**config.mk**
```make
export PLATFORM = sky130hd
export DESIGN_NAME = mrc_frame_engine
export DESIGN_NICKNAME = d
export VERILOG_FILES = /design/src/hdl/mrc_pkg.sv /design/src/hdl/mrc_frame_engine.sv
export SDC_FILE = /design/constraint.sdc
export NUM_CORES = 1
export LEC_CHECK = 0
export CORE_MARGIN = 5
export CORE_UTILIZATION = 50
export CTS_CLUSTER_DIAMETER = 30
export CTS_CLUSTER_SIZE = 16
export DETAILED_ROUTE_END_ITERATION = 10
export DONT_BUFFER_PORTS = 1
export GPL_ROUTABILITY_DRIVEN = 1
export PLACE_DENSITY_LB_ADDON = 0.15
export SETUP_SLACK_MARGIN = 0.1
export SYNTH_ARGS = -nofsm -noshare
export SYNTH_HDL_FRONTEND = slang
export SYNTH_SLANG_ARGS = --single-unit
```
**constraint.sdc**
```tcl
create_clock -name clock -period 6.2 [get_ports clock]
set_input_delay 0.93 -clock clock [delete_from_list [all_inputs] [get_ports clock]]
set_output_delay 0.93 -clock clock [all_outputs]
set_load 0.02 [all_outputs]
```
**src/hdl/mrc_pkg.sv**
```systemverilog
// Shared types, codes and the CRC-16/MODBUS byte update for the Modbus response checker.
package mrc_pkg;

   typedef enum logic [1:0] {
      KIND_READ_HOLDING = 2'd0,
      KIND_WRITE_SINGLE = 2'd1,
      KIND_WRITE_MULTI  = 2'd2
   } kind_type;

   localparam logic [7:0]  FC_READ_HOLDING = 8'h03;
   localparam logic [7:0]  FC_WRITE_SINGLE = 8'h06;
   localparam logic [7:0]  FC_WRITE_MULTI  = 8'h10;

   localparam logic [15:0] CRC_INIT = 16'hFFFF;
   localparam logic [15:0] CRC_POLY = 16'hA001;

   localparam logic [8:0]  POS_MAX       = 9'd511;
   localparam logic [9:0]  READ_OVERHEAD = 10'd5;
   localparam logic [9:0]  WORD_LIMIT    = 10'd4;
   localparam logic [8:0]  READ_MIN_LAST = 9'd4;
   localparam logic [8:0]  WRITE_LAST    = 9'd7;

   localparam logic RESULT_WORD    = 1'b0;
   localparam logic RESULT_VERDICT = 1'b1;

   typedef struct packed {
      logic [7:0] data_byte;
      logic       last_byte;
   } req_item_type;

   typedef struct packed {
      logic        kind;
      logic [15:0] word_value;
      logic [15:0] address_field;
      logic        frame_ok;
      logic        is_last;
   } rsp_item_type;

   function automatic logic [15:0] crc_update(input logic [15:0] crc, input logic [7:0] b);
      logic [15:0] c;
      c = crc ^ {8'h00, b};
      for (int k = 0; k < 8; k++) begin
         if (c[0]) begin
            c = (c >> 1) ^ CRC_POLY;
         end else begin
            c = c >> 1;
         end
      end
      return c;
   endfunction

endpackage

```
**src/hdl/mrc_frame_engine.sv**
```systemverilog
// Frame state, CRC update, position decode and result formation, one byte per cycle while fire is high.
module mrc_frame_engine (
   input  logic                  clock,
   input  logic                  reset,
   input  logic                  fire,
   input  mrc_pkg::req_item_type item,
   input  logic [1:0]            expected_kind,
   output logic                  result_valid,
   output mrc_pkg::rsp_item_type result
);
   import mrc_pkg::*;

   logic [8:0]  pos_ff,    pos_in;
   logic [15:0] crc_ff,    crc_in;
   logic [7:0]  count_ff,  count_in;
   logic        match_ff,  match_in;
   logic [7:0]  pend_ff,   pend_in;
   logic [15:0] first_ff,  first_in;
   logic [15:0] second_ff, second_in;

   logic        is_read;
   logic        valid_kind;
   logic        is_write;
   logic [7:0]  code;
   logic        word_ready;
   logic [9:0]  len;
   logic        crc_ok;
   logic        frame_ok;
   logic [7:0]  b;

   assign b = item.data_byte;

   always_comb begin
      case (expected_kind)
         KIND_READ_HOLDING: begin code = FC_READ_HOLDING; valid_kind = 1'b1; end
         KIND_WRITE_SINGLE: begin code = FC_WRITE_SINGLE; valid_kind = 1'b1; end
         KIND_WRITE_MULTI:  begin code = FC_WRITE_MULTI;  valid_kind = 1'b1; end
         default:           begin code = 8'h00;           valid_kind = 1'b0; end
      endcase
   end

   assign is_read  = (expected_kind == KIND_READ_HOLDING);
   assign is_write = valid_kind && !is_read;

   always_comb begin
      crc_in     = crc_update(crc_ff, b);
      match_in   = match_ff;
      count_in   = count_ff;
      pend_in    = pend_ff;
      first_in   = first_ff;
      second_in  = second_ff;
      word_ready = 1'b0;

      if (pos_ff == 9'd1) begin
         match_in = valid_kind && (b == code);
      end

      if (is_read) begin
         if (pos_ff == 9'd2) begin
            count_in = b;
         end else if (pos_ff >= 9'd3) begin
            if (pos_ff[0]) begin
               pend_in = b;
            end else if ({1'b0, pos_ff} < ({2'b00, count_ff} + WORD_LIMIT)) begin
               word_ready = 1'b1;
            end
         end
      end else begin
         if (pos_ff == 9'd2 || pos_ff == 9'd4) begin
            pend_in = b;
         end else if (pos_ff == 9'd3) begin
            first_in = {pend_ff, b};
         end else if (pos_ff == 9'd5) begin
            second_in = {pend_ff, b};
         end
      end

      pos_in = (pos_ff != POS_MAX) ? pos_ff + 9'd1 : pos_ff;

      len    = {1'b0, pos_ff} + 10'd1;
      crc_ok = (crc_in == 16'h0000);
      if (is_read) begin
         frame_ok = (pos_ff >= READ_MIN_LAST) && crc_ok && match_in
                    && (len == ({2'b00, count_in} + READ_OVERHEAD));
      end else begin
         frame_ok = is_write && (pos_ff == WRITE_LAST) && crc_ok && match_in;
      end

      result_valid = item.last_byte || word_ready;
      if (item.last_byte) begin
         result.kind          = RESULT_VERDICT;
         result.word_value    = is_write ? second_in : 16'h0000;
         result.address_field = is_write ? first_in : 16'h0000;
         result.frame_ok      = frame_ok;
         result.is_last       = 1'b1;
      end else begin
         result.kind          = RESULT_WORD;
         result.word_value    = {pend_ff, b};
         result.address_field = 16'h0000;
         result.frame_ok      = 1'b0;
         result.is_last       = 1'b0;
      end

      if (item.last_byte) begin
         pos_in    = 9'd0;
         crc_in    = CRC_INIT;
         count_in  = 8'h00;
         match_in  = 1'b0;
         pend_in   = 8'h00;
         first_in  = 16'h0000;
         second_in = 16'h0000;
      end
   end

   always_ff @(posedge clock) begin
      if (reset) begin
         pos_ff    <= 9'd0;
         crc_ff    <= CRC_INIT;
         count_ff  <= 8'h00;
         match_ff  <= 1'b0;
         pend_ff   <= 8'h00;
         first_ff  <= 16'h0000;
         second_ff <= 16'h0000;
      end else if (fire) begin
         pos_ff    <= pos_in;
         crc_ff    <= crc_in;
         count_ff  <= count_in;
         match_ff  <= match_in;
         pend_ff   <= pend_in;
         first_ff  <= first_in;
         second_ff <= second_in;
      end
   end
endmodule

```
After elaboration in Yosys (flattened, before gate mapping):

Index checks and enable logic that the tools add are counted.

* flip-flop bits (word level): 74
* bits of input ports: 14
* output and inout port bits: 36
* logic and storage cells: 97

* add/sub/neg operators: 4
* magnitude comparators: 3
* eq/ne operators: 14
* multiplexer cells: 42
* bitwise operators: 9
* reductions and logical operators: 18

Operators by type and width (number)
* $mux W16: 20
* $mux W8: 9
* $mux W35: 1
* $eq A9 B3 Y1 const B: 3
* $not A2 Y3: 8
* $add A8 B3 Y9 const B: 2
* $eq A9 B2 Y1 const B: 2
* $mux W9: 2
* $logic_not A16 Y1: 1
* $xor A16 B8 Y16: 1
* $pmux W5 S3: 1
* $add A9 B1 Y10 const B: 1
* $eq A10 B9 Y1: 1
* $add A9 B1 Y9 const B: 1
* $eq A9 B1 Y1 const B: 1
* $ge A9 B2 Y1 const B: 1
* $ge A9 B3 Y1 const B: 1
* $lt A9 B9 Y1: 1
* $mux W1: 9
* $ne A9 B9 Y1 const B: 1
* $eq A8 B5 Y1: 1
* $logic_and A1 B1 Y1: 8
* $ne A3 B3 Y1 const B: 2
* $reduce_and A5 Y1: 1
* other kinds (10): 11

Depth between registers and ports, before layout:

Gate-level depths: netlist of run 1.

* word-level depth: 23
* gate-level depth with buffers: 15
* gate-level depth less buffers: 13

Least setup slack after synthesis of run 1:

OpenSTA, ideal clock, no wires.

* path kind: input -> output
* from: input item[1] (netlist name)
* to: output result[1] (netlist name)
* arrival time: 3.632 ns
* required time: 5.270 ns
* setup slack: 1.638 ns
* stages: 13
* buffers on the path: 1
* path through: clkbuf_1 -> xor2_1 -> xnor2_1 -> xnor2_1 -> xnor2_1 -> ha_1 -> xnor2_1 -> nand4b_1 -> nor4_1 -> o2111ai_1 -> nor4_1 -> o2111ai_1 -> o22ai_1

RTL lines
* start, declared: RTL line mrc_frame_engine.sv:6 `input mrc_pkg::req_item_type item,`
* end, declared: RTL line mrc_frame_engine.sv:9 `output mrc_pkg::rsp_item_type result`

==> metrics.yaml, run 1 <==
status: "complete, no violations"
grt_usage_pct: 23.7
drc: 0
synthArstFlopShare_pct: 0
register_area_sq_um: 1480
crit_path_end_kind: "output pin"
setup_viol: 0
grt_pass1_vias: 4150
synth-edff-count: 0
ys.flop_type: "dfxtp_1"
max-vdd-ir-drop_mv: 0.0885
layout_common_cells: "nor2_1, dfxtp_1, nand2_1, a21oi_1, a22oi_1"
cts_sinks: 74
final_hold_viol_count: 0
nets: 581
die_x_microns: 106
period_share_pct: 82.5
drive_above_1_share_pct: 7.79
grt_max_degree: 75
core_sq_um: 9150
synth_area_per_cell_sq_um: 7.93
cts_buffers: 9
grt_overflow: 0
fin_worst_skew_ns: 0.0178
first_pass_iters: 7
slew_viol_final: 0
antenna_found_initial: 0
hpwl_mm: 8.64
fmax_mhz: 196
power.leakage_uw: 0.00161
clkTransAtPathRegs_ns: 0.08
clk_path_buf_depth: 2
io_buffer_count: 0
worstSkewPairLatency_ns: 0.36
die_h_microns: 106
crit_type: "in2out"
h-tree-depth: 3
area_delta_synth_final_pct: 2.32
drt_wl_total_mm: 13.0
cts_setup_buffers: 0
ant_nets: 0
r2r_cells: 7
hold_class: "reg2reg"
via_count: 4148
ys_seq_area_share_pct: 32.0
synth_warnings: 0
fill_cells: 926
io-pin-count: 50
wl_per_cell_microns: 19.6
min_path_cells: 2
tightest_slew_ns: 1.22
rsz0062_at_grt: "no"
num_rows: 35
cts_root_buf: "clkbuf_8"
final_common_cell: "nor2_1"
dieArea_sq_um: 11300
cts_resized: 0
setup_ws_ns: 1.09
p_per_area_nw_per_um2: 205
synth_cell_types: 54
ctsHoldBuffers: 0
critPathArrivalTime_ns: 4.18
cp_max_fo: 15
syn_nets: 618
fin_setup_tns_ns: 0
worstPathRequired_ns: 5.27
gp_congestion: 0.925
antenna_cells: 0
multi_input_area_sq_um: 2870
drv_cap: 0
initial_core_util_pct: 50.6
synth_cells: 584
post-place-ws_ns: 1.12
start_kind: "input port"
grt_pass1_wl_mm: 21.4
ys_seq_elements: 74
netlist_top_cells_area: "dfxtp_1, a22oi_1, nor2_1"
yosys.area.top_type: "dfxtp_1"
cts_tree: "built"
slew-limit-headroom_pct: 18.3
netlist_area_sq_um: 4630
initialDrtViolationCount: 317
min_period_ns: 5.11
yosysTopAreaCellShare_pct: 32.0
vias_per_cell: 6.26
## power breakdown
group / switching, uW / internal, uW
registers: 8.80 / 484
clock network: 210 / 152
logic: 69.9 / 47.5
total: 289 / 683
## critical path, stage by stage
cell and delay, ns:
inv_1 0.06, ha_1 0.42, and2_1 0.22, and3_1 0.16
buf_4 0.23, mux2_2 0.40, ha_1 0.31, xnor2_1 0.14
nand3_1 0.09, a311o_1 0.34, nor4_1 0.22, o2111ai_1 0.17
o22ai_1 0.49
## per-layer routing
metal	global-route usage [%]	wire length (microns)	vias to the layer above
li1	-	-	1985
met1	31.2	5930	2010
met2	38.9	5990	130
met3	3.95	797	23
met4	8.88	279	0
met5	0	0	-
## logic make-up (layout without fill, tap and decap cells)
group	after synthesis	after routing	synth area share, %
AOI/OAI and AO/OA	150	150	21.7
muxes	12	12	2.73
DFF	74	74	32.0
and+or+nand+nor	221	221	23.5
adders and majority gates	20	20	5.41
xor gates and xnor gates	46	46	8.70
buffers and inverters	61	29	5.97
## cells in the mapped netlist (all sizes together) (13+ instances only)
| master | instances |
|---|---|
| a22oi | 41 |
| xnor2 | 30 |
| nand2 | 57 |
| ha | 20 |
| nor2 | 79 |
| a22o | 16 |
| o21ai | 14 |
| a21oi | 49 |
| buf | 21 |
| clkbuf | 31 |
| xor2 | 16 |
| dfxtp | 74 |
| nand3 | 13 |
## final timing paths
| path | from | end | slack, ns |
|---|---|---|---|
| worst max register to register | pos_ff[3]$_SDFFE_PP0P_ | first_ff[0]$_SDFFE_PP0P_ | 3.24 |
| worst min-delay path | match_ff$_SDFFE_PP0P_ | match_ff$_SDFFE_PP0P_ | 0.50 |
| worst max-delay path | expected_kind[0] | result[1] | 1.09 |
| worst min register to register | match_ff$_SDFFE_PP0P_ | match_ff$_SDFFE_PP0P_ | 0.50 |
## layout make-up
| cell class | instances | area share (%) |
|---|---|---|
| well taps | 111 | 2.93 |
| clock inverters | 7 | 1.22 |
| inverters | 9 | 0.713 |
| flip-flops and latches | 74 | 31.3 |
| repair buffers | 4 | 0.634 |
| multi-input cells | 449 | 60.6 |
| clock buffers | 9 | 2.61 |
## registers in the layout, indices dropped and copies added, names as in the netlist
signal     cells
count_ff       8
crc_ff        16
first_ff      16
match_ff       1
pend_ff        8
pos_ff         9
second_ff     16
## metrics by stage
stage | util [%] | hold WS (ns) | instance area [sq um] | cells | total power, uW
after floorplan | - | 0.457 | 4630 | 584 | 617
after global placement | 49.8 | 0.472 | 4560 | 647 | 617
after detailed placement | 49.8 | 0.487 | 4560 | 647 | 619
after CTS | 51.8 | 0.506 | 4740 | 663 | 980
after global routing | 51.8 | 0.531 | 4740 | 663 | 1020
final | 51.8 | 0.503 | 4740 | 663 | 972
Note: power is estimated with default switching activity, not from simulation.
==> run 2: changes to the inputs <==
--- a/config.mk
+++ b/config.mk
@@ -5,6 +5,7 @@
 export SDC_FILE = /design/constraint.sdc
 export NUM_CORES = 1
 export LEC_CHECK = 0
+export ABC_AREA = 1
 export CORE_MARGIN = 5
 export CORE_UTILIZATION = 50
 export CTS_CLUSTER_DIAMETER = 30
==> constraint.sdc (replaced) <==
create_clock -name clock -period 4.97 [get_ports clock]
set_input_delay 0.7455 -clock clock [delete_from_list [all_inputs] [get_ports clock]]
set_output_delay 0.7455 -clock clock [all_outputs]
set_load 0.02 [all_outputs]
==> metrics.yaml, run 2 <==
netlist_area_sq_um: 5000  # +7.9%
status: "complete, no violations"
gp_congestion: 0.945  # +2.2%
final_hold_viol_count: 0  # unchanged
cts_tree: "built"
ctsHoldBuffers: 0  # unchanged
fin_worst_skew_ns: 0.0129  # -0.00488 ns
max-vdd-ir-drop_mv: 0.119  # +34%
layout_common_cells: "nand2_1, inv_1, nor2_1, dfxtp_1, a21oi_1"
synth_warnings: 0  # unchanged
stdcell_area_sq_um: 5190  # +9.6%
cp-startpoint: "pos_ff[0]$_SDFFE_PP0P_"
grt_max_degree: 51  # -32%
crit_type: "reg2out"
setup_viol: 0  # unchanged
cts_root_buf: "clkbuf_8"
crit_chain: "inv_1, ha_1, inv_1, nor2_1, nand2_1, nor2_2, inv_2, o21ai_2, nor2_1, nand3_2, nor2_1, a21oi_1, o21ai_0"
dieArea_sq_um: 12100  # +7.2%
slew-limit-headroom_pct: 28.3  # +10 points
fin_cells: 904  # +36%
crit_path_end_kind: "output pin"
drt_wl_total_mm: 15.0  # +16%
io_buffer_count: 0  # unchanged
min_period_ns: 4.38
drv_cap: 0  # unchanged
via_count: 4997  # +20%
first_pass_iters: 5  # -2
h-tree-depth: 3  # unchanged
power.leakage_uw: 0.00226  # +40%
ys_seq_elements: 74  # unchanged
period_share_pct: 88.1
grt_pass1_wl_mm: 24.0  # +12%
synth_common_cells: "nand2_1, inv_1, nor2_1, dfxtp_1, a21oi_1"
drc: 0  # unchanged
worstPathRequired_ns: 4.22  # -1.05 ns
nets: 802  # +38%
syn_nets: 827  # +34%
vias_per_cell: 5.53  # -12%
antenna_found_initial: 0  # unchanged
synth_cells: 793  # +36%
cpMostUsedCell: "nor2_1"
reg_top3: "crc_ff x16, first_ff x16, second_ff x16"
final_common_cell: "nand2_1"
synth_mux_area_share_pct: 0  # -2.7 points
cts_setup_buffers: 0  # unchanged
grt_overflow: 0  # unchanged
synth-compound-area-share_pct: 17.7  # -4.1 points
area_delta_synth_final_pct: 3.88
ant_nets: 0  # unchanged
ys_seq_area_share_pct: 29.7  # -2.3 points
min_from: "reset"
rsz0062_at_grt: "no"
clk_path_buf_depth: 2  # unchanged
cts_buffers: 9  # unchanged
num_rows: 36  # +2.9%
initialDrtViolationCount: 278  # -12%
hold_class: "in2reg"
fin_setup_tns_ns: 0  # unchanged
synth.most_common_cell: "nand2_1"
core_sq_um: 9770  # +6.8%
grt_pass1_vias: 4658  # +12%
antenna_cells: 0  # unchanged
synthSimpleGateAreaFrac_pct: 34.4  # +11 points
ys.flop_type: "dfxtp_1"
grt_usage_pct: 26.1  # +2.4 points
synth_cell_types: 39  # -28%
wl_per_cell_microns: 16.6  # -15%
io-pin-count: 50  # unchanged
cts_sinks: 74  # unchanged
netlist_top_cells_area: "dfxtp_1, nand2_1, inv_1"
crit_buf_inv: 3  # +1
rr_startpoint: "pos_ff[0]$_SDFFE_PP0P_"
initial_core_util_pct: 51.1  # +0.53 points
cp_max_fo: 32  # +17
synth-xor-area-share_pct: 2.28  # -6.4 points
die_h_microns: 110  # +3.5%
critPathMaxStageDelay_ns: 0.61  # +0.12 ns
critPathArrivalTime_ns: 3.63  # -0.55 ns
fmax_mhz: 228
slew_viol_final: 0  # unchanged
dp.cells: 890  # +38%
p_per_area_nw_per_um2: 241  # +18%
synth_area_per_cell_sq_um: 6.30  # -21%
postPlaceCellArea_sq_um: 5000  # +9.7%
die_x_microns: 110  # +3.5%
slowest_stage: "o21ai_0"
hpwl_mm: 11.1  # +28%
synth_top_family_by_area: "simple AND/OR/NAND/NOR gates"
tightest_slew_ns: 1.07  # -0.148 ns
drive_above_1_share_pct: 6.36  # -1.4 points
yosys.area.top_type: "dfxtp_1"
cp_top_family: "simple AND/OR/NAND/NOR gates"
worstSkewPairLatency_ns: 0.37  # about the same
synthArstFlopShare_pct: 0  # unchanged
synthAdderAreaFrac_pct: 5.01  # -0.40 points
rrSetupSlack_ns: 2.00  # -1.24 ns
start_kind: "register"
synth-edff-count: 0  # unchanged
yosysTopAreaCellShare_pct: 29.7  # -2.3 points
totalPowerFinal_uw: 1250  # +29%
cts_resized: 0  # unchanged
clkTransAtPathRegs_ns: 0.09  # about the same
-- run 2: cell types whose count changed in the layout (fill, tap and decap cells not counted), sizes merged, moves of 9 or more --
cell     previous run  this run
a22o               16         0
a22oi              41         0
a2bb2oi             1        16
inv                13        97
nand2              57       243
nand2b              9         0
nand3              13        41
nand4b              9         0
nor2               79        98
o21ai              14        44
o22ai               9        34
or2                 9         0
xnor2              30         8
xor2               16         5
-- run 2: worst reg2reg max path, stage by stage, from the launching register on --
cell       delay, ns
dfxtp_1         0.54
inv_1           0.16
ha_1            0.24
inv_1           0.05
nor2_1          0.05
nand2_1         0.09
nor2_2          0.08
inv_2           0.07
o21ai_2         0.06
nor2_1          0.15
nand3_2         0.54
nor2_1          0.51
a21oi_1         0.11
a2bb2oi_1       0.16
nor2_1          0.10
-- run 2: power breakdown --
group / total [uW] / internal, uW / switching, uW
clock: 483 / 254 / 229
sequential: 619 / 604 / 14.4
combinational: 151 / 47.0 / 104
-- run 2: metal layers --
metal / part of all wire [%] / global-route usage [%] / wire (microns)
met5: 0 / 0 / 0
met4: 2.5 / 10.9 / 382
met3: 6.7 / 4.40 / 1000
met2: 47 / 43.5 / 7050
met1: 44 / 33.1 / 6590
-- run 2: logic make-up (layout without fill, tap and decap cells) --
| kind of cell | after synthesis | after routing |
|---|---|---|
| and+or+nand+nor | 400 | 400 |
| DFF | 74 | 74 |
| xor gates and xnor gates | 13 | 13 |
| buffers and inverters | 136 | 114 |
| AOI/OAI and AO/OA | 150 | 150 |
| adders and majority gates | 20 | 20 |
-- run 2: worst paths after layout --
| check | end | cells after the start |
|---|---|---|
| max | result[20] | 13 |
| min | second_ff[7]$_SDFFE_PP0P_ | 1 |
| max reg2reg | second_ff[2]$_SDFFE_PP0P_ | 14 |
| min reg2reg | match_ff$_SDFFE_PP0P_ | 2 |
-- run 2: per-stage QoR --
step / hold slack, ns / worst slack (ns) / util [%]
2_1_floorplan: 0.446 / 1.18 / -
3_3_place_gp: 0.459 / 0.889 / 51.1
3_5_place_dp: 0.471 / 0.922 / 51.1
4_1_cts: 0.428 / 0.589 / 53.1
5_1_grt: 0.425 / 0.279 / 53.1
6_report: 0.440 / 0.591 / 53.1
-- run 2: area by class of cell --
type / instances / area, sq um
Fill cell: 1031 / 4580
Multi-Input combinational cell: 583 / 2960
Sequential cell: 74 / 1480
Inverter: 97 / 364
Tap cell: 133 / 166
Clock buffer: 12 / 155
Clock inverter: 2 / 37.5
Timing Repair Buffer: 3 / 22.5
==> run 3: changes to the inputs <==
--- a/config.mk
+++ b/config.mk
@@ -6,6 +6,7 @@
 export NUM_CORES = 1
 export LEC_CHECK = 0
 export ABC_AREA = 1
+export CORE_ASPECT_RATIO = 1.25
 export CORE_MARGIN = 5
 export CORE_UTILIZATION = 50
 export CTS_CLUSTER_DIAMETER = 30
@@ -14,6 +15,7 @@
 export DONT_BUFFER_PORTS = 1
 export GPL_ROUTABILITY_DRIVEN = 1
 export PLACE_DENSITY_LB_ADDON = 0.15
+export RECOVER_POWER = 25
 export SETUP_SLACK_MARGIN = 0.1
 export SYNTH_ARGS = -nofsm -noshare
 export SYNTH_HDL_FRONTEND = slang
==> metrics.yaml, run 3 (synthesis gave the netlist of run 2 again) <==
cts_root_buf: "clkbuf_16"
ctsHoldBuffers: 0  # unchanged
antenna_found_initial: 0  # unchanged
hpwl_mm: 11.0  # -0.40%
area_delta_synth_final_pct: 6.16
drive_above_1_share_pct: 6.21  # -0.15 points
layout_common_cells: "nand2_1, inv_1, nor2_1, dfxtp_1, a21oi_1"
rsz0062_at_grt: "no"
worstPathRequired_ns: 5.18  # +0.96 ns
cts_setup_buffers: 0  # unchanged
fmax_mhz: 230  # +0.89%
start_kind: "input port"
fin_cells: 899  # -0.55%
netSwitchingPower_uw: 386  # +11%
grt_usage_pct: 25.0  # -1.0 points
final_common_cell: "nand2_1"
min_from: "reset"
p_per_area_nw_per_um2: 278  # +15%
cts_tree: "built"
cts_sinks: 74  # unchanged
cp-startpoint: "fire"
cts_resized: 0  # unchanged
ant_nets: 0  # unchanged
crit_type: "in2reg"
drt_wl_total_mm: 15.1  # +0.40%
grt_max_degree: 51  # unchanged
cp_max_fo: 43  # +34%
die_h_microns: 122  # +11%
hold_class: "in2reg"
worstSkewPairLatency_ns: 0.34  # -0.03 ns
gp_congestion: 0.897  # -5.0%
violations: "max-capacitance violations, max-slew violations"
power_frac_seq_pct: 41.9  # -7.5 points
cts_buffers: 9  # unchanged
initial_core_util_pct: 51.5  # +0.34 points
crit_path_end_kind: "register"
critPathArrivalTime_ns: 4.55  # +0.92 ns
io-pin-count: 50  # unchanged
initialDrtViolationCount: 278  # unchanged
h-tree-depth: 3  # unchanged
final_hold_viol_count: 0  # unchanged
drv_cap: 1  # +1
p_clk_share_pct: 47.8  # +9.3 points
antenna_cells: 0  # unchanged
max-vdd-ir-drop_mv: 0.190  # +60%
dieArea_sq_um: 12100  # +0.10%
wl_per_cell_microns: 16.8  # +0.96%
period_share_pct: 87.3  # -0.78 points
tightest_slew_ns: 2.17  # +1.09 ns
setup_viol: 0  # unchanged
grt_pass1_vias: 4757  # +2.1%
die_x_microns: 99.4  # -9.6%
clk_path_buf_depth: 2  # unchanged
vias_per_cell: 5.61  # +1.4%
slew-limit-headroom_pct: -44.4  # -73 points
min_period_ns: 4.34  # -0.0385 ns
slew_viol_final: 44  # +44
first_pass_iters: 4  # -1
status: "complete, but fails checks"
nets: 803  # +0.12%
num_rows: 40  # +11%
swShare_pct: 26.1  # -1.6 points
fin_worst_skew_ns: 0.00682  # -0.00609 ns
via_count: 5041  # +0.88%
comb_power_share_pct: 10.4  # -1.7 points
drc: 0  # unchanged
power.leakage_uw: 0.00231  # +2.4%
dp.cells: 884  # -0.67%
reg_top3: "crc_ff x16, first_ff x16, second_ff x16"
intPower_uw: 1090  # +20%
grt_pass1_wl_mm: 24.0  # +0.14%
rr_startpoint: "pos_ff[0]$_SDFFE_PP0P_"
clkTransAtPathRegs_ns: 0.06  # -0.03 ns
grt_overflow: 0  # unchanged
io_buffer_count: 0  # unchanged
fin_setup_tns_ns: 0  # unchanged
core_sq_um: 9710  # -0.67%
-- run 3: cell count changes in the layout (fill, tap and decap cells not counted), sizes merged --
cell / before / now
clkinv: 0 / 3
buf: 3 / 2
bufinv: 1 / 2
clkbuf: 12 / 11
-- run 3: metrics by stage --
stage | power, uW | setup WS [ns] | instance area, sq um | utilization [%] | hold slack (ns)
after floorplan | 761 | 1.18 | 5000 | - | 0.446
after global placement | 779 | 1.00 | 5000 | 51.5 | 0.454
after detailed placement | 782 | 0.974 | 5000 | 51.5 | 0.465
after CTS | 1490 | 0.852 | 5310 | 54.7 | 0.463
after global routing | 1530 | 0.342 | 5300 | 54.6 | 0.457
final | 1480 | 0.630 | 5300 | 54.6 | 0.470
-- run 3: layout make-up --
type | count | area (sq um)
fill | 1013 | 4410
multi-input combinational | 583 | 2960
sequential | 74 | 1480
inverter | 97 | 364
clock buffer | 9 | 225
tap | 126 | 158
clock inverter | 6 | 90.1
timing repair buffer | 4 | 22.5
-- run 3: critical path, stage by stage --
cell and delay, ns:
inv_1 0.65, nor2_1 0.07, clkbuf_1 0.43, clkinv_1 0.14, clkbuf_1 1.56, nor2_1 0.53
o21ai_0 0.33, a31oi_1 0.06
-- run 3: routing by layer --
metal	routed length (microns)	share of wire (%)	vias to the layer above	GRT usage, %
li1	-	-	2500	-
met1	6370	42	2387	29.9
met2	7640	51	131	44.2
met3	793	5.3	23	5.50
met4	280	1.9	0	8.28
met5	0	0	-	0
-- run 3: path summary, 6_finish.rpt --
check | end | slack, ns | cells after the start
worst max-delay path | pos_ff[0]$_SDFFE_PP0P_ | 0.63 | 8
worst min register to register | match_ff$_SDFFE_PP0P_ | 0.48 | 2
worst min-delay path | second_ff[9]$_SDFFE_PP0P_ | 0.47 | 1
worst max register to register | second_ff[4]$_SDFFE_PP0P_ | 2.25 | 14
-- run 3: power by group through the flow --
stage / registers (uW) / logic (uW) / clock network [uW]
finish: 618 / 153 / 705
global route: 619 / 170 / 742
CTS: 618 / 153 / 715
detailed placement: 631 / 151 / 0
global placement: 631 / 148 / 0
floorplan: 625 / 135 / 0
